==> src/rtl/core/llpf_pkg.sv <==
// Shared types, widths and the Cramer term table for the row peak fit.
package llpf_pkg;

  localparam int PIX_W  = 8;
  localparam int ROW_W  = 12;
  localparam int IDX_W  = 12;
  localparam int CNT_W  = 13;
  localparam int S1_W   = 24;
  localparam int S2_W   = 36;
  localparam int S3_W   = 48;
  localparam int S4_W   = 60;
  localparam int T0_W   = 20;
  localparam int T1_W   = 32;
  localparam int T2_W   = 44;
  localparam int POS_W  = 24;
  localparam int OPND_W = 60;
  localparam int ACC_W  = 112;
  localparam int DIV_W  = 136;
  localparam int QUO_W  = 23;
  localparam int NTERM  = 18;
  localparam int TERM_W = 5;

  localparam logic [POS_W-1:0] POS_MAX = 24'h7FFFFF;
  localparam logic [POS_W-1:0] POS_MIN = 24'h800000;

  typedef struct packed {
    logic [PIX_W-1:0] pixel;
    logic             end_of_row;
    logic             start_of_frame;
  } in_item_t;

  typedef struct packed {
    logic signed [POS_W-1:0] peak_position;
    logic [ROW_W-1:0]        row_index;
    logic                    fit_valid;
  } out_item_t;

  typedef struct packed {
    logic [CNT_W-1:0] s0;
    logic [S1_W-1:0]  s1;
    logic [S2_W-1:0]  s2;
    logic [S3_W-1:0]  s3;
    logic [S4_W-1:0]  s4;
    logic [T0_W-1:0]  t0;
    logic [T1_W-1:0]  t1;
    logic [T2_W-1:0]  t2;
    logic [ROW_W-1:0] row;
  } row_sums_t;

  typedef enum logic [2:0] {
    OP_S0, OP_S1, OP_S2, OP_S3, OP_S4, OP_T0, OP_T1, OP_T2
  } op_e;

  typedef struct packed {
    op_e  a;
    op_e  b;
    op_e  c;
    logic neg;
  } term_t;

  // det terms, then b1 numerator, then b2 numerator
  localparam term_t TERM_TABLE [NTERM] = '{
    '{OP_S0, OP_S2, OP_S4, 1'b0},
    '{OP_S0, OP_S3, OP_S3, 1'b1},
    '{OP_S1, OP_S1, OP_S4, 1'b1},
    '{OP_S1, OP_S3, OP_S2, 1'b0},
    '{OP_S2, OP_S1, OP_S3, 1'b0},
    '{OP_S2, OP_S2, OP_S2, 1'b1},
    '{OP_S0, OP_T1, OP_S4, 1'b0},
    '{OP_S0, OP_S3, OP_T2, 1'b1},
    '{OP_T0, OP_S1, OP_S4, 1'b1},
    '{OP_T0, OP_S3, OP_S2, 1'b0},
    '{OP_S2, OP_S1, OP_T2, 1'b0},
    '{OP_S2, OP_T1, OP_S2, 1'b1},
    '{OP_S0, OP_S2, OP_T2, 1'b0},
    '{OP_S0, OP_T1, OP_S3, 1'b1},
    '{OP_S1, OP_S1, OP_T2, 1'b1},
    '{OP_S1, OP_T1, OP_S2, 1'b0},
    '{OP_T0, OP_S1, OP_S3, 1'b0},
    '{OP_T0, OP_S2, OP_S2, 1'b1}
  };

  localparam logic [TERM_W-1:0] TERM_LAST  = 5'd17;
  localparam logic [TERM_W-1:0] TERM_D1_LO = 5'd6;
  localparam logic [TERM_W-1:0] TERM_D2_LO = 5'd12;

endpackage

==> src/rtl/core/llpf_front.sv <==
// Pixel intake: per-row least-squares sum accumulation and row snapshot.
module llpf_front #(
  parameter int MAX_WIDTH = 1024,
  parameter int MAX_ROWS  = 4096
) (
  input  logic                clk_i,
  input  logic                rst_ni,
  input  logic                push,
  output logic                full,
  input  llpf_pkg::in_item_t  in_item_i,
  output logic                sums_push_o,
  output llpf_pkg::row_sums_t sums_o,
  input  logic                sums_full_i
);
  import llpf_pkg::*;

  logic [CNT_W-1:0] cnt_q, cnt_d, cnt_e;
  logic [IDX_W-1:0] p1_q, p1_d, p1_e;
  logic [S1_W-1:0]  p2_q, p2_d, p2_e;
  logic [S2_W-1:0]  p3_q, p3_d, p3_e;
  logic [S3_W-1:0]  p4_q, p4_d, p4_e;
  logic [ROW_W-1:0] row_q, row_d, row_e;
  row_sums_t        sums_q, sums_d, sums_e, sums_n;
  logic             accept, take;
  logic [T0_W-1:0]  ip;
  logic [T1_W-1:0]  i2p;

  assign full   = sums_full_i;
  assign accept = push && !full;

  always_comb begin
    if (in_item_i.start_of_frame) begin
      cnt_e  = '0;
      p1_e   = '0;
      p2_e   = '0;
      p3_e   = '0;
      p4_e   = '0;
      sums_e = '0;
      row_e  = '0;
    end else begin
      cnt_e  = cnt_q;
      p1_e   = p1_q;
      p2_e   = p2_q;
      p3_e   = p3_q;
      p4_e   = p4_q;
      sums_e = sums_q;
      row_e  = row_q;
    end
    take = cnt_e < CNT_W'(MAX_WIDTH);
    ip   = T0_W'(p1_e) * T0_W'(in_item_i.pixel);
    i2p  = T1_W'(p2_e) * T1_W'(in_item_i.pixel);
    sums_n     = sums_e;
    sums_n.row = row_e;
    cnt_d = cnt_e;
    p1_d  = p1_e;
    p2_d  = p2_e;
    p3_d  = p3_e;
    p4_d  = p4_e;
    if (take) begin
      sums_n.s0 = cnt_e + CNT_W'(1);
      sums_n.s1 = sums_e.s1 + S1_W'(p1_e);
      sums_n.s2 = sums_e.s2 + S2_W'(p2_e);
      sums_n.s3 = sums_e.s3 + S3_W'(p3_e);
      sums_n.s4 = sums_e.s4 + S4_W'(p4_e);
      sums_n.t0 = sums_e.t0 + T0_W'(in_item_i.pixel);
      sums_n.t1 = sums_e.t1 + T1_W'(ip);
      sums_n.t2 = sums_e.t2 + T2_W'(i2p);
      cnt_d = cnt_e + CNT_W'(1);
      p1_d  = p1_e + IDX_W'(1);
      p2_d  = p2_e + S1_W'({p1_e, 1'b0}) + S1_W'(1);
      p3_d  = p3_e + S2_W'(p2_e) * S2_W'(3) + S2_W'(p1_e) * S2_W'(3) + S2_W'(1);
      p4_d  = p4_e + S3_W'(p3_e) * S3_W'(4) + S3_W'(p2_e) * S3_W'(6)
            + S3_W'(p1_e) * S3_W'(4) + S3_W'(1);
    end
    sums_d = sums_n;
    row_d  = row_e;
    if (in_item_i.end_of_row) begin
      cnt_d  = '0;
      p1_d   = '0;
      p2_d   = '0;
      p3_d   = '0;
      p4_d   = '0;
      sums_d = '0;
      if ({1'b0, row_e} + 13'd1 >= 13'(MAX_ROWS)) begin
        row_d = '0;
      end else begin
        row_d = row_e + ROW_W'(1);
      end
    end
  end

  assign sums_push_o = accept && in_item_i.end_of_row;
  assign sums_o      = sums_n;

  always_ff @(posedge clk_i or negedge rst_ni) begin
    if (!rst_ni) begin
      cnt_q  <= '0;
      p1_q   <= '0;
      p2_q   <= '0;
      p3_q   <= '0;
      p4_q   <= '0;
      sums_q <= '0;
      row_q  <= '0;
    end else if (accept) begin
      cnt_q  <= cnt_d;
      p1_q   <= p1_d;
      p2_q   <= p2_d;
      p3_q   <= p3_d;
      p4_q   <= p4_d;
      sums_q <= sums_d;
      row_q  <= row_d;
    end
  end

endmodule

==> config.mk <==
export PLATFORM = sky130hd
export DESIGN_NAME = llpf_front
export DESIGN_NICKNAME = d
export VERILOG_FILES = /design/src/rtl/core/llpf_pkg.sv /design/src/rtl/core/llpf_front.sv
export SDC_FILE = /design/constraint.sdc
export NUM_CORES = 2
export LEC_CHECK = 0
export ABC_CLOCK_PERIOD_IN_PS = 10050
export BUFFER_PORTS_ARGS = -buffer_cell sky130_fd_sc_hd__buf_2
export CAP_MARGIN = 20
export CELL_PAD_IN_SITES_DETAIL_PLACEMENT = 0
export CELL_PAD_IN_SITES_GLOBAL_PLACEMENT = 1
export CORE_MARGIN = 3
export CORE_UTILIZATION = 45
export CTS_BUF_LIST = sky130_fd_sc_hd__clkbuf_4 sky130_fd_sc_hd__clkbuf_8
export DETAILED_ROUTE_END_ITERATION = 8
export PLACE_DENSITY_LB_ADDON = 0.1
export SLEW_MARGIN = 15
export SYNTH_ARGS = -nofsm -noshare
export SYNTH_HDL_FRONTEND = slang
export SYNTH_SLANG_ARGS = --single-unit
export TNS_END_PERCENT = 5
==> constraint.sdc <==
create_clock -name clk_i -period 10.05 [get_ports clk_i]
set_input_delay 0.5025 -clock clk_i [delete_from_list [all_inputs] [get_ports clk_i]]
set_output_delay 0.5025 -clock clk_i [all_outputs]
set_load 0.02 [all_outputs]
==> impl_results.md <==
- Pin count of the biggest net entering global routing: 145
- Pleak: 27.4 nW
- Slew Limit Fails: 0
- Clk slew on worst S/H paths: approximately 0.06 ns
- Hold WS: 0.244 ns
- Skew final: between 0.04 and 0.05 ns
- Critical path start-end classification: reg2out
- Pre-antenna DRT Iters: 6
- Vias in the first global route: approximately 44000
- Row count: 120
- Relative slew slack: 27.9%
- Starting Density: between 40 and 50%
- Asr flop ratio synth: 100%
- Initial antenna violation count: 6
- Top post-synthesis cells by area: dfrtp_1 22%, fa_1 14%, ha_1 9.5%
- Mean post-synth cell area: a little over 8 sq um
- Core box area: 108000 sq um
- Worst hold-check path type: in2async
- Per-cell routed wire length: 22.7 um
- Die width: 336 um
- Synthesis-to-finish area growth: 9.78%
- Clk pwr share: 43.3%
- Synth top area share: 21.5%
- Sw Ratio: 34.3%
- Via count: 44500
- Share of power burned in registers: 35.6%
- Final period util: 84.5%
- Post-DP HPWL: ~130 mm
- Clock period minus worst slack: 8.50 ns
- Part of the Yosys area used for sequential elements: 21.5%
- Share of cells above drive strength 1: 10.7%
- Top Ports: 305
- Post-synth EDFFs: 0
- Synth area leader: dfrtp_1
- Max Fanout on Critical Path: 27
- Clock Sinks: 422
- CP Data Required Time: 9.55 ns
- Filler Cell Count: 10600
- Root Buffer: clkbuf_8
- Highest clock rate: about 120 MHz
- DRC: 0
- Arr. time, crit path: 7.99 ns
- Synth Instances: 6021
- Nets: 6870
- Starting DRT DRC Count: 3423
- Most common cell after layout, fill and taps aside: nand2_1
- Combinational fraction of design power: 21.1%
- Yosys synthesis warning count: 0
- PD cells: 95.9 nW/um^2
- Main synth FF type: dfrtp_1
- Worst setup margin: around 1.6 ns
- Overall die height: roughly 340 um
- Final ANT Viol Nets: 0
- Total Wirelength: 173 mm
- IO buf count: between 300 and 400
- Final Hold Viols: 0
- Final setup vio count: 0
- Max_cap viols: 0
- CTS Buf Count: 91
- Cell internal pwr: 3.39 mW
- Setup TNS: 0 ns
- Post-Place Worst Slack: 2.36 ns
- CTS tree: built
- Worst setup SP type: register
- Psw: between 1.5 and 2 mW
- Die ar.: approximately 110000 sq um
- RePlAce Congestion: 0.920
- Crit path capture type: output port
- Outcome: finished, final reports clean
- Yosys reg bits: ~420
- Synth Cell Area: 49000 sq um
- Max clock buf depth: 3
- Synth cell types: 99
- Gr usage total: 30.3%
- Clock Latency Late Sink: 0.80 ns
- Post-Syn Nets: a little under 7000
- Maximum vdd ir drop: 0.000109 V
- Mean number of vias per cell: 5.84
- CTS H-tree lvls: 3
- Worst-margin pin slew: between 1 and 1.5 ns
- First-pass GRT wire length: 267 mm
- Unrepaired setup endpoints after global routing: no
- Grt ovf: 0
- Most frequent cells in the layout: 723 x nand2_1, 584 x inv_1, 422 x dfrtp_1, 412 x o21ai_0, 376 x a21oi_1
[cell families (layout without fill, tap and decap cells)]
| logic type | after synthesis | count (layout) | share of synthesized area, % |
|---|---|---|---|
| other | 0 | 5 | 0 |
| multiplexers | 58 | 58 | 1.31 |
| AND/OR/NAND/NOR | 1981 | 1981 | 19.7 |
| buffers and inverters | 941 | 1137 | 7.31 |
| AO/OA/AOI/OAI | 1582 | 1582 | 21.0 |
| adder cells (fa/ha/maj) | 719 | 719 | 23.4 |
| flip-flops | 422 | 422 | 21.5 |
| XOR/XNOR | 318 | 318 | 5.68 |
[layer usage]
metal | vias to the layer above | GRT usage [%] | wire (um)
li1 | 20900 | - | -
met1 | 22000 | 41.8 | 77900
met2 | 1369 | 49.7 | 80000
met3 | 253 | 4.11 | 9690
met4 | 4 | 8.70 | 5140
met5 | - | 0 | 23
[per-stage QoR]
stage | util (%) | total power [mW] | instance area [sq um] | cells
floorplan | - | 2.58 | 49000 | 6021
global placement | 48.0 | 2.94 | 51700 | 7456
detailed placement | 48.0 | 2.96 | 51700 | 7456
CTS | 50.0 | 5.22 | 53800 | 7620
global route | 50.0 | 5.41 | 53800 | 7621
finish | 50.0 | 5.16 | 53800 | 7625
[critical path, cell delays in order, from the launching register on]
cell and delay, ns:
dfrtp_1 0.92, nor2b_1 0.89, and2_1 0.26, fa_1 0.45, fa_1 0.52, fa_1 0.54
inv_1 0.05, fa_1 0.52, inv_1 0.04, ha_1 0.38, a21o_1 0.23, a211oi_1 0.24
o21bai_1 0.11, a221oi_1 0.33, o2111ai_1 0.29, and2_1 0.26, a31o_2 0.27, a221oi_1 0.32
xor2_1 0.24, o21ai_0 0.10, buf_2 0.20
[worst paths after layout]
path	slack, ns	end	startpoint	cells after the start
min	0.24	sums_q[89]	rst_ni	2
min in group clk_i	0.35	sums_q[33]	in_item_i[1]	4
max	1.55	sums_o[44]	p2_q[9]	20
min reg2reg	0.47	sums_q[208]	sums_q[208]	2
max reg2reg	2.57	p4_q[43]	p2_q[4]	25
max in group asynchronous	7.70	cnt_q[3]	rst_ni	4
[power groups by stage]
stage / clock (mW) / sequential (mW) / combinational (mW)
final: 2.24 / 1.84 / 1.09
after global routing: 2.36 / 1.85 / 1.21
after CTS: 2.29 / 1.84 / 1.10
after detailed placement: 0 / 1.86 / 1.09
after global placement: 0 / 1.86 / 1.08
after floorplan: 0 / 1.83 / 0.742
[layout make-up]
| class | count | area (sq um) | share of cell area [%] |
|---|---|---|---|
| tap | 1403 | 1760 | 3.26 |
| antenna | 5 | 12.5 | 0.0232 |
| sequential | 422 | 10600 | 19.6 |
| clock inverter | 24 | 279 | 0.518 |
| inverter | 585 | 2200 | 4.09 |
| clock buffer | 139 | 1810 | 3.37 |
| multi-input combinational | 4658 | 35000 | 65.0 |
| timing repair buffer | 389 | 2220 | 4.12 |
[registers in the layout, summed over array words and instances (netlist names)]
register,cells
p4_q,48
row_q,12
cnt_q,13
p3_q,36
sums_q,277
p2_q,24
p1_q,12
[synth_stat cells, types with 13 or more instances]
| cell | n |
|---|---|
| mux2_2 | 48 |
| nor3_1 | 54 |
| inv_1 | 585 |
| and4_1 | 17 |
| clkbuf_1 | 285 |
| o211ai_1 | 36 |
| and3_1 | 88 |
| and2_1 | 197 |
| o22ai_1 | 19 |
| nand4_1 | 53 |
| a31oi_1 | 63 |
| o21ai_1 | 13 |
| buf_1 | 38 |
| or4_1 | 14 |
| xor2_1 | 111 |
| dfrtp_1 | 422 |
| nor3b_1 | 14 |
| a22o_1 | 200 |
| ha_1 | 373 |
| o21bai_1 | 40 |
| nand3_1 | 135 |
| o21a_1 | 31 |
| nor2_1 | 318 |
| a21o_1 | 139 |
| or3_1 | 21 |
| o21ai_0 | 412 |
| nand2b_1 | 31 |
| o31ai_1 | 48 |
| xnor2_1 | 207 |
| nor2b_1 | 271 |
| a21oi_1 | 376 |
| nand2_1 | 728 |
| buf_2 | 27 |
| a211oi_1 | 37 |
| fa_1 | 336 |
[timing repair]
action	in CTS	in global routing
endpoints found under the hold margin	50	0
setup buffers	0	0
resized for setup	0	0
hold buffers	1	0
No activity file was read; power rests on OpenSTA's default activity.
