$ cat src/rtl/core/llpf_pkg.sv
// Shared types, widths and the Cramer term table for the row peak fit.
package llpf_pkg;

  localparam int PIX_W  = 8;
  localparam int ROW_W  = 12;
  localparam int IDX_W  = 12;
  localparam int CNT_W  = 13;
  localparam int S1_W   = 24;
  localparam int S2_W   = 36;
  localparam int S3_W   = 48;
  localparam int S4_W   = 60;
  localparam int T0_W   = 20;
  localparam int T1_W   = 32;
  localparam int T2_W   = 44;
  localparam int POS_W  = 24;
  localparam int OPND_W = 60;
  localparam int ACC_W  = 112;
  localparam int DIV_W  = 136;
  localparam int QUO_W  = 23;
  localparam int NTERM  = 18;
  localparam int TERM_W = 5;

  localparam logic [POS_W-1:0] POS_MAX = 24'h7FFFFF;
  localparam logic [POS_W-1:0] POS_MIN = 24'h800000;

  typedef struct packed {
    logic [PIX_W-1:0] pixel;
    logic             end_of_row;
    logic             start_of_frame;
  } in_item_t;

  typedef struct packed {
    logic signed [POS_W-1:0] peak_position;
    logic [ROW_W-1:0]        row_index;
    logic                    fit_valid;
  } out_item_t;

  typedef struct packed {
    logic [CNT_W-1:0] s0;
    logic [S1_W-1:0]  s1;
    logic [S2_W-1:0]  s2;
    logic [S3_W-1:0]  s3;
    logic [S4_W-1:0]  s4;
    logic [T0_W-1:0]  t0;
    logic [T1_W-1:0]  t1;
    logic [T2_W-1:0]  t2;
    logic [ROW_W-1:0] row;
  } row_sums_t;

  typedef enum logic [2:0] {
    OP_S0, OP_S1, OP_S2, OP_S3, OP_S4, OP_T0, OP_T1, OP_T2
  } op_e;

  typedef struct packed {
    op_e  a;
    op_e  b;
    op_e  c;
    logic neg;
  } term_t;

  // det terms, then b1 numerator, then b2 numerator
  localparam term_t TERM_TABLE [NTERM] = '{
    '{OP_S0, OP_S2, OP_S4, 1'b0},
    '{OP_S0, OP_S3, OP_S3, 1'b1},
    '{OP_S1, OP_S1, OP_S4, 1'b1},
    '{OP_S1, OP_S3, OP_S2, 1'b0},
    '{OP_S2, OP_S1, OP_S3, 1'b0},
    '{OP_S2, OP_S2, OP_S2, 1'b1},
    '{OP_S0, OP_T1, OP_S4, 1'b0},
    '{OP_S0, OP_S3, OP_T2, 1'b1},
    '{OP_T0, OP_S1, OP_S4, 1'b1},
    '{OP_T0, OP_S3, OP_S2, 1'b0},
    '{OP_S2, OP_S1, OP_T2, 1'b0},
    '{OP_S2, OP_T1, OP_S2, 1'b1},
    '{OP_S0, OP_S2, OP_T2, 1'b0},
    '{OP_S0, OP_T1, OP_S3, 1'b1},
    '{OP_S1, OP_S1, OP_T2, 1'b1},
    '{OP_S1, OP_T1, OP_S2, 1'b0},
    '{OP_T0, OP_S1, OP_S3, 1'b0},
    '{OP_T0, OP_S2, OP_S2, 1'b1}
  };

  localparam logic [TERM_W-1:0] TERM_LAST  = 5'd17;
  localparam logic [TERM_W-1:0] TERM_D1_LO = 5'd6;
  localparam logic [TERM_W-1:0] TERM_D2_LO = 5'd12;

endpackage

$ cat src/rtl/core/llpf_fifo.sv
// Two-entry queue of row sums between intake and solver.
module llpf_fifo (
  input  logic                clk_i,
  input  logic                rst_ni,
  input  logic                wr_i,
  input  llpf_pkg::row_sums_t wdata_i,
  output logic                full_o,
  input  logic                rd_i,
  output llpf_pkg::row_sums_t rdata_o,
  output logic                empty_o
);
  import llpf_pkg::*;

  row_sums_t  mem_q [2];
  logic       wp_q, rp_q;
  logic [1:0] cnt_q;

  assign full_o  = cnt_q == 2'd2;
  assign empty_o = cnt_q == 2'd0;
  assign rdata_o = mem_q[rp_q];

  always_ff @(posedge clk_i) begin
    if (wr_i) begin
      mem_q[wp_q] <= wdata_i;
    end
  end

  always_ff @(posedge clk_i or negedge rst_ni) begin
    if (!rst_ni) begin
      wp_q  <= 1'b0;
      rp_q  <= 1'b0;
      cnt_q <= '0;
    end else begin
      if (wr_i) begin
        wp_q <= !wp_q;
      end
      if (rd_i) begin
        rp_q <= !rp_q;
      end
      cnt_q <= cnt_q + 2'(wr_i) - 2'(rd_i);
    end
  end

`ifndef SYNTHESIS
  a_cnt_bound: assert property (@(posedge clk_i) disable iff (!rst_ni) cnt_q != 2'd3)
    else $error("queue count out of range");
  a_no_overflow: assert property (@(posedge clk_i) disable iff (!rst_ni)
    !(wr_i && full_o && !rd_i))
    else $error("write into full queue");
  a_no_underflow: assert property (@(posedge clk_i) disable iff (!rst_ni)
    !(rd_i && empty_o))
    else $error("read from empty queue");
`endif

endmodule

$ cat config.mk
export PLATFORM = sky130hd
export DESIGN_NAME = llpf_fifo
export DESIGN_NICKNAME = d
export VERILOG_FILES = /design/src/rtl/core/llpf_pkg.sv /design/src/rtl/core/llpf_fifo.sv
export SDC_FILE = /design/constraint.sdc
export NUM_CORES = 1
export LEC_CHECK = 0
export ABC_AREA = 1
export BUFFER_PORTS_ARGS = -buffer_cell sky130_fd_sc_hd__buf_4
export CAP_MARGIN = 30
export CORE_MARGIN = 1
export CORE_UTILIZATION = 26
export DETAILED_ROUTE_END_ITERATION = 7
export GPL_TIMING_DRIVEN = 0
export HOLD_SLACK_MARGIN = 0.12
export PLACE_DENSITY = 0.44
export SLEW_MARGIN = 20
export SYNTH_ARGS = -nofsm -noshare
export SYNTH_HDL_FRONTEND = slang
export SYNTH_SLANG_ARGS = --single-unit
$ cat constraint.sdc
create_clock -name clk_i -period 17.6 [get_ports clk_i]
set_clock_uncertainty 0.2 [all_clocks]
set_input_delay 2.64 -clock clk_i [delete_from_list [all_inputs] [get_ports clk_i]]
set_output_delay 2.64 -clock clk_i [all_outputs]
set_load 0.01 [all_outputs]
==> impl_metrics.yaml, run 1 <==
yosys:
  synth_fa_ha_area_share_pct: 0.116
  ys_seq_area_share_pct: 81.1
  synth_top_family_by_area: "buffers and inverters"
  synth_xor_area_share_pct: 0.0814
  synthesis.instances: 1534
  synth_simple_gate_area_share_pct: 5.22
  syn_avg_cell_area_sq_um: 14.0
  syn-num-nets: 1829
  synth.distinct_cells: 14
  yosys_register_bits: 582
  synth_compound_area_share_pct: 6.72
  synthMuxAreaShare_pct: 0
  syn_area_sq_um: 21500
  yosysWarningCount: 0
final_layout:
  final_cell_mix: "606 x buf_4, 578 x edfxtp_1, 295 x inv_1, 295 x nand2_1, 246 x o21ai_0"
  final_common_cell: "buf_4"
  fin_nets: 2500
  drive_gt1_share_pct: 32.4
  fin_area_sq_um: 29900
  syn_to_final_growth_pct: 38.6
routing:
  drc: 0
  drtIter0Drc: 525
  drt-pass1-iter-count: 4
  vias_per_cell: 4.06
  vias: 13500
  drt-total-wl_microns: 60900
  wl_per_cell_microns: 18.3
  antenna_left: 0
min_path:
  hold_end: "wp_q$_DFFE_PN0P_"
  hold_start: "wp_q$_DFFE_PN0P_"
  hold_path.class: "flop to flop"
  min_path_cells: 1
floorplan:
  core_sq_um: 82000
  die_area_sq_um: 84000
  die_height_microns: 290
  io_pins: 584
  die_x_microns: 290
  initial_utilization_pct: 26.3
  rows: 105
clock_network:
  numCtsBuffers: 68
  max-clock-path-buffers: 3
  clk_latency_ns: 0.59
  cts_root_buf: "clkbuf_16"
  hold_buffers: 0
  cts_htree_levels: 3
  post_cts_buffers: 0
  cts_tree: "done"
  cts_resized: 0
  cts.clk_slew.worst_paths_ns: 0.06
  cts_num_sinks: 582
power:
  p_leak_nw: 12.4
  p_per_area_nw_per_um2: 166
  ir_drop_v: 0.0000999
  finalPower_w: 0.00495
global_routing:
  overflow: 0
  track_usage_pct: 14.0
  antenna_found_initial: 11
  grt_start_max_net_pins: 85
  grt_pass1_wl_microns: 86900
  grt_pass1_vias: 13700
setup_path:
  required_ns: 14.76
  end_kind: "primary output"
  regToRegSetupSlack_ns: 15.03
  reg2reg_depth: 4
  critPathKind: "flop to primary output"
  reg2reg_to: "mem_q[1][179]$_DFFE_PP_"
  r2r_start: "wp_q$_DFFE_PN0P_"
  cp_data_arrival_time_ns: 2.61
  crit_fanout: 10
  cp-start-kind: "flop"
run_status:
  status: "finished, final reports clean"
sta:
  fin_crit_sh_pct: 30.9
  slew_viol_final: 0
  max_freq_mhz: 184
  finalHoldViolations: 0
  max-slew-margin-rel_pct: 48.4
  post-route-min-period_ns: 5.45
  worstMarginPinSlew_ns: 0.773
  rsz0062_at_grt: "no"
  setup_violations: 0
placement:
  dp_hpwl_microns: 43800
  gp_congestion: 0.774
  port_buffers: 583
  dpl_cell_area_sq_um: 27700
flow_run:
  max_cap_violations: 0
## area by class of cell
| cell class | instances | area [sq um] |
|---|---|---|
| antenna | 3 | 7.51 |
| buffer | 64 | 352 |
| clock buffer | 81 | 1790 |
| clock inverter | 40 | 347 |
| fill | 7991 | 52100 |
| inverter | 296 | 1120 |
| multi-input combinational | 592 | 2620 |
| sequential | 582 | 17500 |
| tap | 1070 | 1340 |
| timing repair buffer | 601 | 4820 |
## registers in the layout, summed over array words and instances (netlist names)
| register | cells |
|---|---|
| cnt_q | 2 |
| mem_q | 578 |
| rp_q | 1 |
| wp_q | 1 |
## power breakdown
group          internal, W  leakage [nW]  switching [W]
combinational     0.000684          5.87        0.00102
clock             0.000801          1.04       0.000552
sequential         0.00184          5.47      0.0000544
total              0.00332          12.4        0.00163
## Yosys cell counts
cell type / count / area, sq um
buf_2: 14 / 70.1
clkbuf_1: 26 / 97.6
buf_4: 23 / 173
nand2_1: 295 / 1110
o21ai_0: 246 / 1230
o21ai_1: 43 / 215
inv_1: 296 / 1110
buf_6: 1 / 11.3
nor2_1: 3 / 11.3
xor2_1: 2 / 17.5
edfxtp_1: 578 / 17400
ha_1: 2 / 25.0
dfrtp_1: 4 / 100
nand3_1: 1 / 5.00
## worst max-delay path, stage by stage, from the launching register on
cell and delay, ns:
dfrtp_1 0.36, buf_2 0.44, clkbuf_1 0.49, o21ai_0 0.42, buf_4 0.28
## per-layer routing
layer | share of wire [%] | global-route usage [%] | vias to the layer above
li1 | - | - | 6553
met1 | 37 | 15.4 | 6454
met2 | 52 | 24.6 | 383
met3 | 8.6 | 5.72 | 108
met4 | 2.7 | 4.37 | 12
met5 | 0.12 | 0 | -
## kinds of logic after synthesis
kind of cell / after synthesis
xor gates and xnor gates: 2
buffers and inverters: 360
and+or+nand+nor: 299
AOI/OAI and AO/OA: 289
DFF: 582
adders and majority gates: 2
## worst max-delay path by stage
stage,startpoint,endpoint,slack (ns),cells past startpoint
after floorplan,wr_i,mem_q[0][0]$_DFFE_PP_,1.70,2
after global placement,wr_i,mem_q[0][243]$_DFFE_PP_,-7.60,3
after detailed placement,wr_i,mem_q[1][239]$_DFFE_PP_,12.62,5
after CTS,rp_q$_DFFE_PN0P_,rdata_o[235],12.01,4
after global routing,rp_q$_DFFE_PN0P_,rdata_o[235],11.94,4
final,rp_q$_DFFE_PN0P_,rdata_o[235],12.15,4
## metrics by stage
stage	utilization [%]	setup TNS, ns	hold slack (ns)	worst slack, ns	std cells
finish	36.4	0	0.348	12.15	3329
global route	36.4	0	0.377	11.94	3329
detailed placement	33.8	0	0.340	12.62	3205
global placement	33.2	-2187.11	0.277	-7.60	3187
floorplan	-	0	0.263	1.70	1534
CTS	36.4	0	0.351	12.01	3326
Note: power is estimated with default switching activity, not from simulation.
==> inputs of run 2 (changes only) <==
- clock period: 17.6 -> 5.3 ns (I/O delays scaled with it)
==> impl_metrics.yaml, run 2 (synthesis results as in run 1) <==
setup_path:
  cpMaxStageDelayCell: "clkbuf_1"
  end_kind: "primary output"
  crit_fanout: 11
  cp-start-kind: "flop"
  cp_slowest_stage_delay_ns: 0.60
  cp_top_family: "buffers and inverters"
  crit_chain: "buf_2 -> clkbuf_1 -> o21ai_0 -> buf_4"
  cp_data_arrival_time_ns: 2.52
  worst-path-buf-inv: 3
  critPathKind: "flop to primary output"
  required_ns: 4.30
placement:
  port_buffers: 583
  place_ws_ns: 1.80
  gp_congestion: 0.765
  placed_cells: 3216
  dp_hpwl_microns: 44400
clock_network:
  clk_latency_ns: 0.60
  cts_resized: 0
  numCtsBuffers: 68
  cts_root_buf: "clkbuf_16"
  hold_buffers: 36
  cts_num_sinks: 582
  cts_tree: "done"
  cts_htree_levels: 3
  cts.clk_slew.worst_paths_ns: 0.06
  post_cts_buffers: 0
  max-clock-path-buffers: 3
routing:
  drc: 0
  wl_met1_microns: 23200
  drt-pass1-iter-count: 6
  antenna_left: 0
  drtIter0Drc: 625
  highest_layer: "met5"
  vias_per_cell: 4.05
  dr_wl_met2_microns: 30900
  wl_per_cell_microns: 18.0
  drt-total-wl_microns: 60800
  vias: 13700
  wl_met3_microns: 4920
power:
  p_leak_nw: 12.6
  switchingPower_w: 0.00548
  pwr-share-clk_pct: 27.2
  p_comb_share_pct: 35.0
  p_per_area_nw_per_um2: 543
  internal-power_w: 0.0111
  power_switching_share_pct: 33.1
  seqPwrFrac_pct: 37.9
  ir_drop_v: 0.000261
  finalPower_w: 0.0166
sta:
  max-slew-margin-rel_pct: 52.5
  finalHoldViolations: 0
  setup_violations: 0
  worstMarginPinSlew_ns: 0.712
  worst_slack_ns: 1.78
  slew_viol_final: 0
  fin_crit_sh_pct: 66.3
  rsz0062_at_grt: "no"
  post-route-min-period_ns: 3.52
  fin_tns_setup_ns: 0
  max_freq_mhz: 284
floorplan:
  initial_utilization_pct: 26.3
  io_pins: 584
  rows: 105
  die_area_sq_um: 84000
  die_x_microns: 290
  die_height_microns: 290
  core_sq_um: 82000
final_layout:
  layoutNonFillerInstCount: 3381
  largest_reg_flops: 578
  drive_gt1_share_pct: 32.4
  final_cell_mix: "606 x buf_4, 578 x edfxtp_1, 294 x inv_1, 294 x nand2_1, 246 x o21ai_0"
  largest-register: "mem_q"
  reg.largest.list: "mem_q (578), cnt_q (2)"
  final_common_cell: "buf_4"
  syn_to_final_growth_pct: 41.7
  fin_nets: 2547
global_routing:
  grt_start_max_net_pins: 31
  overflow: 0
  track_usage_pct: 14.0
  grt_pass1_wl_microns: 86900
  grt_pass1_vias: 13800
  antenna_found_initial: 7
run_status:
  status: "finished, final reports clean"
min_path:
  hold_path.class: "input port to flop"
flow_run:
  max_cap_violations: 0
## run 2: changes by cell type in the layout (fill, tap and decap cells not counted), moves of 2 or more
cell,before,now
buf_12,7,13
buf_16,11,16
clkbuf_1,37,40
clkinv_1,20,17
clkinv_2,8,10
clkinv_8,3,1
diode_2,3,6
dlygate4sd3_1,0,36
inv_16,0,2
## run 2: per-layer routing
layer / GRT usage (%) / up-vias
met5: 0 / -
met4: 5.46 / 4
met3: 4.79 / 88
met2: 24.3 / 389
met1: 15.8 / 6561
li1: - / 6650
## run 2: layout make-up
cell class	instances	area (sq um)
flip-flops and latches	582	17500
well taps	1070	1340
clock inverters	40	362
repair buffers	648	5440
plain buffers	64	352
diodes	6	15.0
fillers	7978	51500
inverters	296	1130
multi-input cells	592	2640
clock buffers	83	1780
## run 2: worst reg2reg max path, cell delays in order, from the launching register on
cell	delay [ns]
dfrtp_1	0.48
nor2_4	0.54
buf_16	0.25
buf_16	0.18
buf_12	0.21
buf_16	0.17
buf_16	0.17
buf_12	0.20
buf_16	0.19
## run 2: path summary, 6_finish.rpt
path                                      endpoint  depth (start not counted)  slack [ns]                from
min in group asynchronous       cnt_q[0]$_DFF_PN0_                          2        0.36              rst_ni
setup / recovery                      rdata_o[227]                          4        1.78    rp_q$_DFFE_PN0P_
max in group asynchronous         wp_q$_DFFE_PN0P_                          2        4.43              rst_ni
hold / removal             mem_q[0][134]$_DFFE_PP_                          1        0.17        wdata_i[134]
setup reg to reg           mem_q[0][178]$_DFFE_PP_                          8        2.41    wp_q$_DFFE_PN0P_
hold reg to reg                 cnt_q[1]$_DFF_PN0_                          3        0.45  cnt_q[1]$_DFF_PN0_
## run 2: stage by stage
step / cell area, sq um / utilization, % / hold slack [ns]
4_1_cts: 30500 / 37.2 / 0.120
5_1_grt: 30500 / 37.2 / 0.127
2_1_floorplan: 21600 / - / 0.299
3_3_place_gp: 27300 / 33.3 / 0.395
3_5_place_dp: 28000 / 34.1 / 0.399
6_report: 30500 / 37.2 / 0.171
## run 2: power by group through the flow
stage	clock network, W	logic [W]	registers [W]
2_1_floorplan	0	0.00243	0.00650
3_3_place_gp	0	0.00558	0.00667
3_5_place_dp	0	0.00596	0.00638
4_1_cts	0.00467	0.00600	0.00629
5_1_grt	0.00485	0.00639	0.00635
6_report	0.00450	0.00580	0.00628
