### config.mk
export PLATFORM = sky130hd
export DESIGN_NAME = llpf_back
export DESIGN_NICKNAME = d
export VERILOG_FILES = /design/src/rtl/core/llpf_pkg.sv /design/src/rtl/core/llpf_back.sv
export SDC_FILE = /design/constraint.sdc
export NUM_CORES = 2
export LEC_CHECK = 0
export BUFFER_PORTS_ARGS = -buffer_cell sky130_fd_sc_hd__buf_2
export CAP_MARGIN = 20
export CELL_PAD_IN_SITES_DETAIL_PLACEMENT = 1
export CELL_PAD_IN_SITES_GLOBAL_PLACEMENT = 1
export CORE_MARGIN = 1.5
export CORE_UTILIZATION = 35
export DETAILED_ROUTE_END_ITERATION = 6
export GPL_ROUTABILITY_DRIVEN = 0
export HOLD_SLACK_MARGIN = 0.03
export PLACE_DENSITY_LB_ADDON = 0.1
export SLEW_MARGIN = 20
export SYNTH_ARGS = -nofsm -noshare
export SYNTH_HDL_FRONTEND = slang
export SYNTH_SLANG_ARGS = --single-unit
### constraint.sdc
create_clock -name clk_i -period 41.9 [get_ports clk_i]
set_input_delay 4.19 -clock clk_i [delete_from_list [all_inputs] [get_ports clk_i]]
set_output_delay 4.19 -clock clk_i [all_outputs]
set_load 0.01 [all_outputs]
### src/rtl/core/llpf_pkg.sv
// Shared types, widths and the Cramer term table for the row peak fit.
package llpf_pkg;

  localparam int PIX_W  = 8;
  localparam int ROW_W  = 12;
  localparam int IDX_W  = 12;
  localparam int CNT_W  = 13;
  localparam int S1_W   = 24;
  localparam int S2_W   = 36;
  localparam int S3_W   = 48;
  localparam int S4_W   = 60;
  localparam int T0_W   = 20;
  localparam int T1_W   = 32;
  localparam int T2_W   = 44;
  localparam int POS_W  = 24;
  localparam int OPND_W = 60;
  localparam int ACC_W  = 112;
  localparam int DIV_W  = 136;
  localparam int QUO_W  = 23;
  localparam int NTERM  = 18;
  localparam int TERM_W = 5;

  localparam logic [POS_W-1:0] POS_MAX = 24'h7FFFFF;
  localparam logic [POS_W-1:0] POS_MIN = 24'h800000;

  typedef struct packed {
    logic [PIX_W-1:0] pixel;
    logic             end_of_row;
    logic             start_of_frame;
  } in_item_t;

  typedef struct packed {
    logic signed [POS_W-1:0] peak_position;
    logic [ROW_W-1:0]        row_index;
    logic                    fit_valid;
  } out_item_t;

  typedef struct packed {
    logic [CNT_W-1:0] s0;
    logic [S1_W-1:0]  s1;
    logic [S2_W-1:0]  s2;
    logic [S3_W-1:0]  s3;
    logic [S4_W-1:0]  s4;
    logic [T0_W-1:0]  t0;
    logic [T1_W-1:0]  t1;
    logic [T2_W-1:0]  t2;
    logic [ROW_W-1:0] row;
  } row_sums_t;

  typedef enum logic [2:0] {
    OP_S0, OP_S1, OP_S2, OP_S3, OP_S4, OP_T0, OP_T1, OP_T2
  } op_e;

  typedef struct packed {
    op_e  a;
    op_e  b;
    op_e  c;
    logic neg;
  } term_t;

  // det terms, then b1 numerator, then b2 numerator
  localparam term_t TERM_TABLE [NTERM] = '{
    '{OP_S0, OP_S2, OP_S4, 1'b0},
    '{OP_S0, OP_S3, OP_S3, 1'b1},
    '{OP_S1, OP_S1, OP_S4, 1'b1},
    '{OP_S1, OP_S3, OP_S2, 1'b0},
    '{OP_S2, OP_S1, OP_S3, 1'b0},
    '{OP_S2, OP_S2, OP_S2, 1'b1},
    '{OP_S0, OP_T1, OP_S4, 1'b0},
    '{OP_S0, OP_S3, OP_T2, 1'b1},
    '{OP_T0, OP_S1, OP_S4, 1'b1},
    '{OP_T0, OP_S3, OP_S2, 1'b0},
    '{OP_S2, OP_S1, OP_T2, 1'b0},
    '{OP_S2, OP_T1, OP_S2, 1'b1},
    '{OP_S0, OP_S2, OP_T2, 1'b0},
    '{OP_S0, OP_T1, OP_S3, 1'b1},
    '{OP_S1, OP_S1, OP_T2, 1'b1},
    '{OP_S1, OP_T1, OP_S2, 1'b0},
    '{OP_T0, OP_S1, OP_S3, 1'b0},
    '{OP_T0, OP_S2, OP_S2, 1'b1}
  };

  localparam logic [TERM_W-1:0] TERM_LAST  = 5'd17;
  localparam logic [TERM_W-1:0] TERM_D1_LO = 5'd6;
  localparam logic [TERM_W-1:0] TERM_D2_LO = 5'd12;

endpackage

### src/rtl/core/llpf_back.sv
// Solver: serial Cramer determinants, restoring divide, result register.
module llpf_back (
  input  logic                clk_i,
  input  logic                rst_ni,
  input  logic                fifo_empty_i,
  input  llpf_pkg::row_sums_t fifo_data_i,
  output logic                fifo_pop_o,
  output logic                empty,
  input  logic                pop,
  output llpf_pkg::out_item_t out_item_o
);
  import llpf_pkg::*;

  localparam logic [3:0] ST_IDLE = 4'd0;
  localparam logic [3:0] ST_LOAD = 4'd1;
  localparam logic [3:0] ST_MUL1 = 4'd2;
  localparam logic [3:0] ST_MUL2 = 4'd3;
  localparam logic [3:0] ST_ACC  = 4'd4;
  localparam logic [3:0] ST_ABS  = 4'd5;
  localparam logic [3:0] ST_CMP  = 4'd6;
  localparam logic [3:0] ST_DIV  = 4'd7;
  localparam logic [3:0] ST_OUT  = 4'd8;

  logic [3:0]        state_q, state_d;
  row_sums_t         sn_q, sn_d;
  logic [TERM_W-1:0] tc_q, tc_d;
  logic [ACC_W-1:0]  mx_q, mx_d, mp_q, mp_d;
  logic [OPND_W-1:0] my_q, my_d;
  logic [ACC_W-1:0]  det_q, det_d, d1_q, d1_d, d2_q, d2_d;
  logic [DIV_W-1:0]  a_q, a_d, b_q, b_d;
  logic [QUO_W-1:0]  quo_q, quo_d;
  logic [4:0]        k_q, k_d;
  logic              valid_q, valid_d, neg_q, neg_d, sat_q, sat_d;
  out_item_t         out_q, out_d;
  logic              ov_q, ov_d;
  term_t             term;
  logic [ACC_W-1:0]  tgt, upd, abs1, abs2;
  logic [POS_W-1:0]  pos;

  function automatic logic [OPND_W-1:0] opnd(op_e op, row_sums_t s);
    logic [OPND_W-1:0] r;
    case (op)
      OP_S0:   r = OPND_W'(s.s0);
      OP_S1:   r = OPND_W'(s.s1);
      OP_S2:   r = OPND_W'(s.s2);
      OP_S3:   r = OPND_W'(s.s3);
      OP_S4:   r = OPND_W'(s.s4);
      OP_T0:   r = OPND_W'(s.t0);
      OP_T1:   r = OPND_W'(s.t1);
      OP_T2:   r = OPND_W'(s.t2);
      default: r = '0;
    endcase
    return r;
  endfunction

  assign term       = TERM_TABLE[tc_q];
  assign fifo_pop_o = (state_q == ST_IDLE) && !fifo_empty_i;
  assign empty      = !ov_q;
  assign out_item_o = out_q;

  always_comb begin
    if (tc_q < TERM_D1_LO) begin
      tgt = det_q;
    end else if (tc_q < TERM_D2_LO) begin
      tgt = d1_q;
    end else begin
      tgt = d2_q;
    end
    upd  = term.neg ? tgt - mp_q : tgt + mp_q;
    abs1 = d1_q[ACC_W-1] ? ~d1_q + ACC_W'(1) : d1_q;
    abs2 = d2_q[ACC_W-1] ? ~d2_q + ACC_W'(1) : d2_q;
    if (sat_q) begin
      pos = neg_q ? POS_MIN : POS_MAX;
    end else begin
      pos = neg_q ? POS_W'(0) - POS_W'(quo_q) : POS_W'(quo_q);
    end
  end

  always_comb begin
    state_d = state_q;
    sn_d    = sn_q;
    tc_d    = tc_q;
    mx_d    = mx_q;
    my_d    = my_q;
    mp_d    = mp_q;
    det_d   = det_q;
    d1_d    = d1_q;
    d2_d    = d2_q;
    a_d     = a_q;
    b_d     = b_q;
    quo_d   = quo_q;
    k_d     = k_q;
    valid_d = valid_q;
    neg_d   = neg_q;
    sat_d   = sat_q;
    out_d   = out_q;
    ov_d    = ov_q && !pop;
    case (state_q)
      ST_IDLE: begin
        if (!fifo_empty_i) begin
          sn_d    = fifo_data_i;
          tc_d    = '0;
          det_d   = '0;
          d1_d    = '0;
          d2_d    = '0;
          state_d = ST_LOAD;
        end
      end
      ST_LOAD: begin
        mx_d    = ACC_W'(opnd(term.a, sn_q));
        my_d    = opnd(term.b, sn_q);
        mp_d    = '0;
        state_d = ST_MUL1;
      end
      ST_MUL1: begin
        if (my_q == '0) begin
          mx_d    = mp_q;
          my_d    = opnd(term.c, sn_q);
          mp_d    = '0;
          state_d = ST_MUL2;
        end else begin
          if (my_q[0]) begin
            mp_d = mp_q + mx_q;
          end
          mx_d = {mx_q[ACC_W-2:0], 1'b0};
          my_d = {1'b0, my_q[OPND_W-1:1]};
        end
      end
      ST_MUL2: begin
        if (my_q == '0) begin
          state_d = ST_ACC;
        end else begin
          if (my_q[0]) begin
            mp_d = mp_q + mx_q;
          end
          mx_d = {mx_q[ACC_W-2:0], 1'b0};
          my_d = {1'b0, my_q[OPND_W-1:1]};
        end
      end
      ST_ACC: begin
        if (tc_q < TERM_D1_LO) begin
          det_d = upd;
        end else if (tc_q < TERM_D2_LO) begin
          d1_d = upd;
        end else begin
          d2_d = upd;
        end
        if (tc_q == TERM_LAST) begin
          state_d = ST_ABS;
        end else begin
          tc_d    = tc_q + TERM_W'(1);
          state_d = ST_LOAD;
        end
      end
      ST_ABS: begin
        valid_d = (det_q != '0) && (d2_q != '0);
        neg_d   = (d1_q[ACC_W-1] == d2_q[ACC_W-1]) && (d1_q != '0);
        a_d     = DIV_W'(abs1) << 7;
        b_d     = DIV_W'(abs2) << 23;
        sat_d   = 1'b0;
        quo_d   = '0;
        state_d = ST_CMP;
      end
      ST_CMP: begin
        if (!valid_q) begin
          neg_d   = 1'b0;
          state_d = ST_OUT;
        end else if (a_q >= b_q) begin
          sat_d   = 1'b1;
          state_d = ST_OUT;
        end else begin
          b_d     = b_q >> 1;
          k_d     = 5'd22;
          state_d = ST_DIV;
        end
      end
      ST_DIV: begin
        if (a_q >= b_q) begin
          a_d        = a_q - b_q;
          quo_d[k_q] = 1'b1;
        end
        b_d = b_q >> 1;
        if (k_q == '0) begin
          state_d = ST_OUT;
        end else begin
          k_d = k_q - 5'd1;
        end
      end
      ST_OUT: begin
        if (!ov_q) begin
          out_d.peak_position = pos;
          out_d.row_index     = sn_q.row;
          out_d.fit_valid     = valid_q;
          ov_d                = 1'b1;
          state_d             = ST_IDLE;
        end
      end
      default: begin
        state_d = ST_IDLE;
      end
    endcase
  end

  always_ff @(posedge clk_i) begin
    sn_q    <= sn_d;
    mx_q    <= mx_d;
    my_q    <= my_d;
    mp_q    <= mp_d;
    det_q   <= det_d;
    d1_q    <= d1_d;
    d2_q    <= d2_d;
    a_q     <= a_d;
    b_q     <= b_d;
    quo_q   <= quo_d;
    k_q     <= k_d;
    valid_q <= valid_d;
    neg_q   <= neg_d;
    sat_q   <= sat_d;
    out_q   <= out_d;
    tc_q    <= tc_d;
  end

  always_ff @(posedge clk_i or negedge rst_ni) begin
    if (!rst_ni) begin
      state_q <= ST_IDLE;
      ov_q    <= 1'b0;
    end else begin
      state_q <= state_d;
      ov_q    <= ov_d;
    end
  end

`ifndef SYNTHESIS
  a_div_valid: assert property (@(posedge clk_i) disable iff (!rst_ni)
    (state_q == ST_DIV) |-> valid_q)
    else $error("divide on invalid fit");
  a_term_bound: assert property (@(posedge clk_i) disable iff (!rst_ni)
    (state_q == ST_ACC) |-> (tc_q <= TERM_LAST))
    else $error("term index out of range");
  a_pop_idle: assert property (@(posedge clk_i) disable iff (!rst_ni)
    fifo_pop_o |=> (state_q == ST_LOAD))
    else $error("row taken without solve start");
`endif

endmodule

==> out/results.ini <==
[outcome]
outcome=finished with violations
violations=design-rule violations

[sta]
fin_crit_sh_pct=22.7
hold_ws_ns=0.417
finalCriticalPeriod_ns=9.49
worst_pin_slew_ns=1.17
rsz0062_at_grt=false
finalHoldViolations=0
timing.fmax_mhz=105
slew_headroom_pct=22.2
setup_viol=0
clock_skew_ns=0.0744
slew_viol_final=0
finalSetupTns_ns=0

[hold_path]
hp-class=register to register

[clock_network]
clock_latency_ns=0.86
numClockSinks=1258
cts.reportedPaths.clkPinSlew_ns=0.06
cts_max_level=4
cts_buffer_depth=3
cts_made_buffers=154
cts_setup_buffers=0
hold_buffers=0
cts-root-buf=clkbuf_16
tritoncts=done
post_cts_resized=0

[power]
vdd.ir_drop.worst_v=0.0000549
p_leak_nw=35.6
p_per_area_nw_per_um2=75.8

[worst_setup_path]
critical_path.max_stage_delay_ns=0.55
crit_chain=buf_2 > nor3_2 > buf_4 > buf_2
cp_max_fo=44
critical-path-slowest-cell=buf_4
crit_type=primary input to primary output
start_kind=primary input
crit_start=fifo_empty_i
crit_top_cell=buf_2
rrSetupSlack_ns=33.63
worstPathArrival_ns=5.30
r2r_cells=18
r2r-end=d2_q[110]
cp-end-kind=primary output
r2r-start=tc_q[3]
worstPathRequired_ns=37.71
endpoint=fifo_pop_o

[die]
num_io_pins=332
fp.dieH_um=498
die-width_um=498
start_util_pct=35.2
core_area_um2=243000
rows=181
dieArea_um2=248000

[drt]
drc=5
firstDrtPassIters=7
vias_per_cell=5.82
ant_nets=0
wl_per_cell_um=25.4
drtIter0Drc=6132
drt-total-wl_um=323000
num_vias=74000

[run]
drv_cap=0

[final_layout]
final_cell_mix=edfxtp_1, nand2_1, a21oi_1
fillCellCount=27700
drive_gt1_share_pct=8.52
final_common_cell=edfxtp_1
multiInputGateArea_um2=45200
seq_area_um2=37800
syn_to_final_growth_pct=11.6
finalNetCount=10100

[placement]
dpl.hpwl_um=247000
numPortBuffers=331

[global_routing]
grt_usage_pct=25.3
grt_pass1_vias=75200
grt_pass1_wl_um=485000
grt_max_degree=115
antenna_found_initial=13
overflow=0

[yosys]
postSynth.asyncResetShare_pct=0.397
synth-edff-count=1253
synthesis.area_um2=85800
synth_top_flop_cell=edfxtp_1
synth_nets=10000
synth_cells=9357
synth-seq-cells=1258
ys_warn_count=0
synth.distinct_cells=91
synth.avg_cell_area_um2=9.16
ys_seq_area_share_pct=44.0

-- layer usage --
layer / vias to the layer above / GRT usage (%) / share of wire [%]
met1: 37000 / 37.5 / 49
met3: 421 / 2.87 / 4.8
met4: 8 / 7.56 / 2.8
met5: - / 0 / 0.090
li1: 34700 / - / -
met2: 1957 / 38.3 / 43
-- cells by family after synthesis --
logic type,share of synthesized area [%]
buf+inv,3.61
fa+ha+maj,5.53
xor+xnor,6.89
mux,3.34
simple gates,16.9
compound gates,19.7
flops,44.0
-- cell usage after synthesis (31+ instances only) --
| cell type | instances | share of area, % |
|---|---|---|
| clkbuf_1 | 504 | 2.2 |
| ha_1 | 374 | 5.5 |
| or2_2 | 39 | 0.28 |
| a21oi_1 | 1007 | 5.9 |
| a311oi_1 | 34 | 0.35 |
| nand4_1 | 196 | 1.4 |
| o41ai_1 | 41 | 0.42 |
| o21ai_0 | 589 | 3.4 |
| inv_1 | 262 | 1.1 |
| a221oi_1 | 36 | 0.37 |
| o21a_1 | 38 | 0.33 |
| or3_1 | 72 | 0.53 |
| o31ai_1 | 100 | 0.88 |
| nand3_1 | 154 | 0.90 |
| a31oi_1 | 92 | 0.67 |
| a21o_1 | 233 | 2.0 |
| o22ai_1 | 50 | 0.36 |
| or4_1 | 66 | 0.58 |
| o21ai_1 | 31 | 0.18 |
| nor2b_1 | 37 | 0.27 |
| a211oi_1 | 49 | 0.43 |
| o21bai_1 | 104 | 0.91 |
| xnor2_1 | 369 | 3.8 |
| a22oi_1 | 60 | 0.53 |
| buf_1 | 50 | 0.22 |
| o211ai_1 | 49 | 0.43 |
| nand2_1 | 1215 | 5.3 |
| and2_1 | 31 | 0.23 |
| edfxtp_1 | 1253 | 44 |
| nor4_1 | 116 | 0.85 |
| nor3_1 | 151 | 0.88 |
| and3_1 | 53 | 0.39 |
| nand2b_1 | 60 | 0.44 |
| xor2_1 | 306 | 3.1 |
| nor2_1 | 949 | 4.2 |
| mux2i_1 | 258 | 3.0 |
| o221ai_1 | 47 | 0.48 |
-- worst max-delay path, delay by kind of cell --
family                 cells  cell delay [ns]
and+or+nand+nor            1             0.15
buffers and inverters      3             0.92
-- where the power goes --
part           total, W  switching, W  internal, W
sequential      0.00214      0.000322      0.00181
combinational   0.00375       0.00243      0.00132
clock           0.00137      0.000589     0.000781
total           0.00726       0.00334      0.00392
-- area by class of cell --
cell class,instances,area share (%)
tap,3202,4.19
sequential,1258,39.5
multi-input combinational,7276,47.3
clock inverter,98,1.24
antenna,4,0.0105
inverter,265,1.04
timing repair buffer,442,2.65
clock buffer,175,4.13
-- sequential cells by signal (all words and copies together), names as in the netlist, 5 cells and up --
register    flops
tc_q            5
sn_q          289
a_q           136
b_q           135
det_q         112
my_q           60
mp_q          112
out_item_o     37
quo_q          23
mx_q          112
d2_q          112
k_q             5
d1_q          112
-- stage by stage --
step | cell area, um^2 | utilization (%) | worst slack (ns) | std cells | total power (W)
3_5_place_dp | 90500 | 37.2 | 32.41 | 12400 | 0.00585
5_1_grt | 95700 | 39.3 | 32.33 | 12700 | 0.00773
3_3_place_gp | 90500 | 37.2 | 32.39 | 12400 | 0.00580
4_1_cts | 95600 | 39.3 | 32.40 | 12700 | 0.00726
2_1_floorplan | 85800 | - | 12.81 | 9357 | 0.00481
6_report | 95700 | 39.3 | 32.41 | 12700 | 0.00726
-- worst min path at each step --
stage / start / endpoint / slack (ns) / cells after the start
after floorplan: sn_q[9] / out_item_o[10] / 0.40 / 0
after global placement: sn_q[0] / out_item_o[1] / 0.40 / 0
after detailed placement: sn_q[3] / out_item_o[4] / 0.41 / 0
after CTS: sn_q[11] / out_item_o[12] / 0.42 / 0
after global routing: sn_q[1] / out_item_o[2] / 0.42 / 0
final: sn_q[11] / out_item_o[12] / 0.42 / 0
Power figures use the tool's default switching activity.
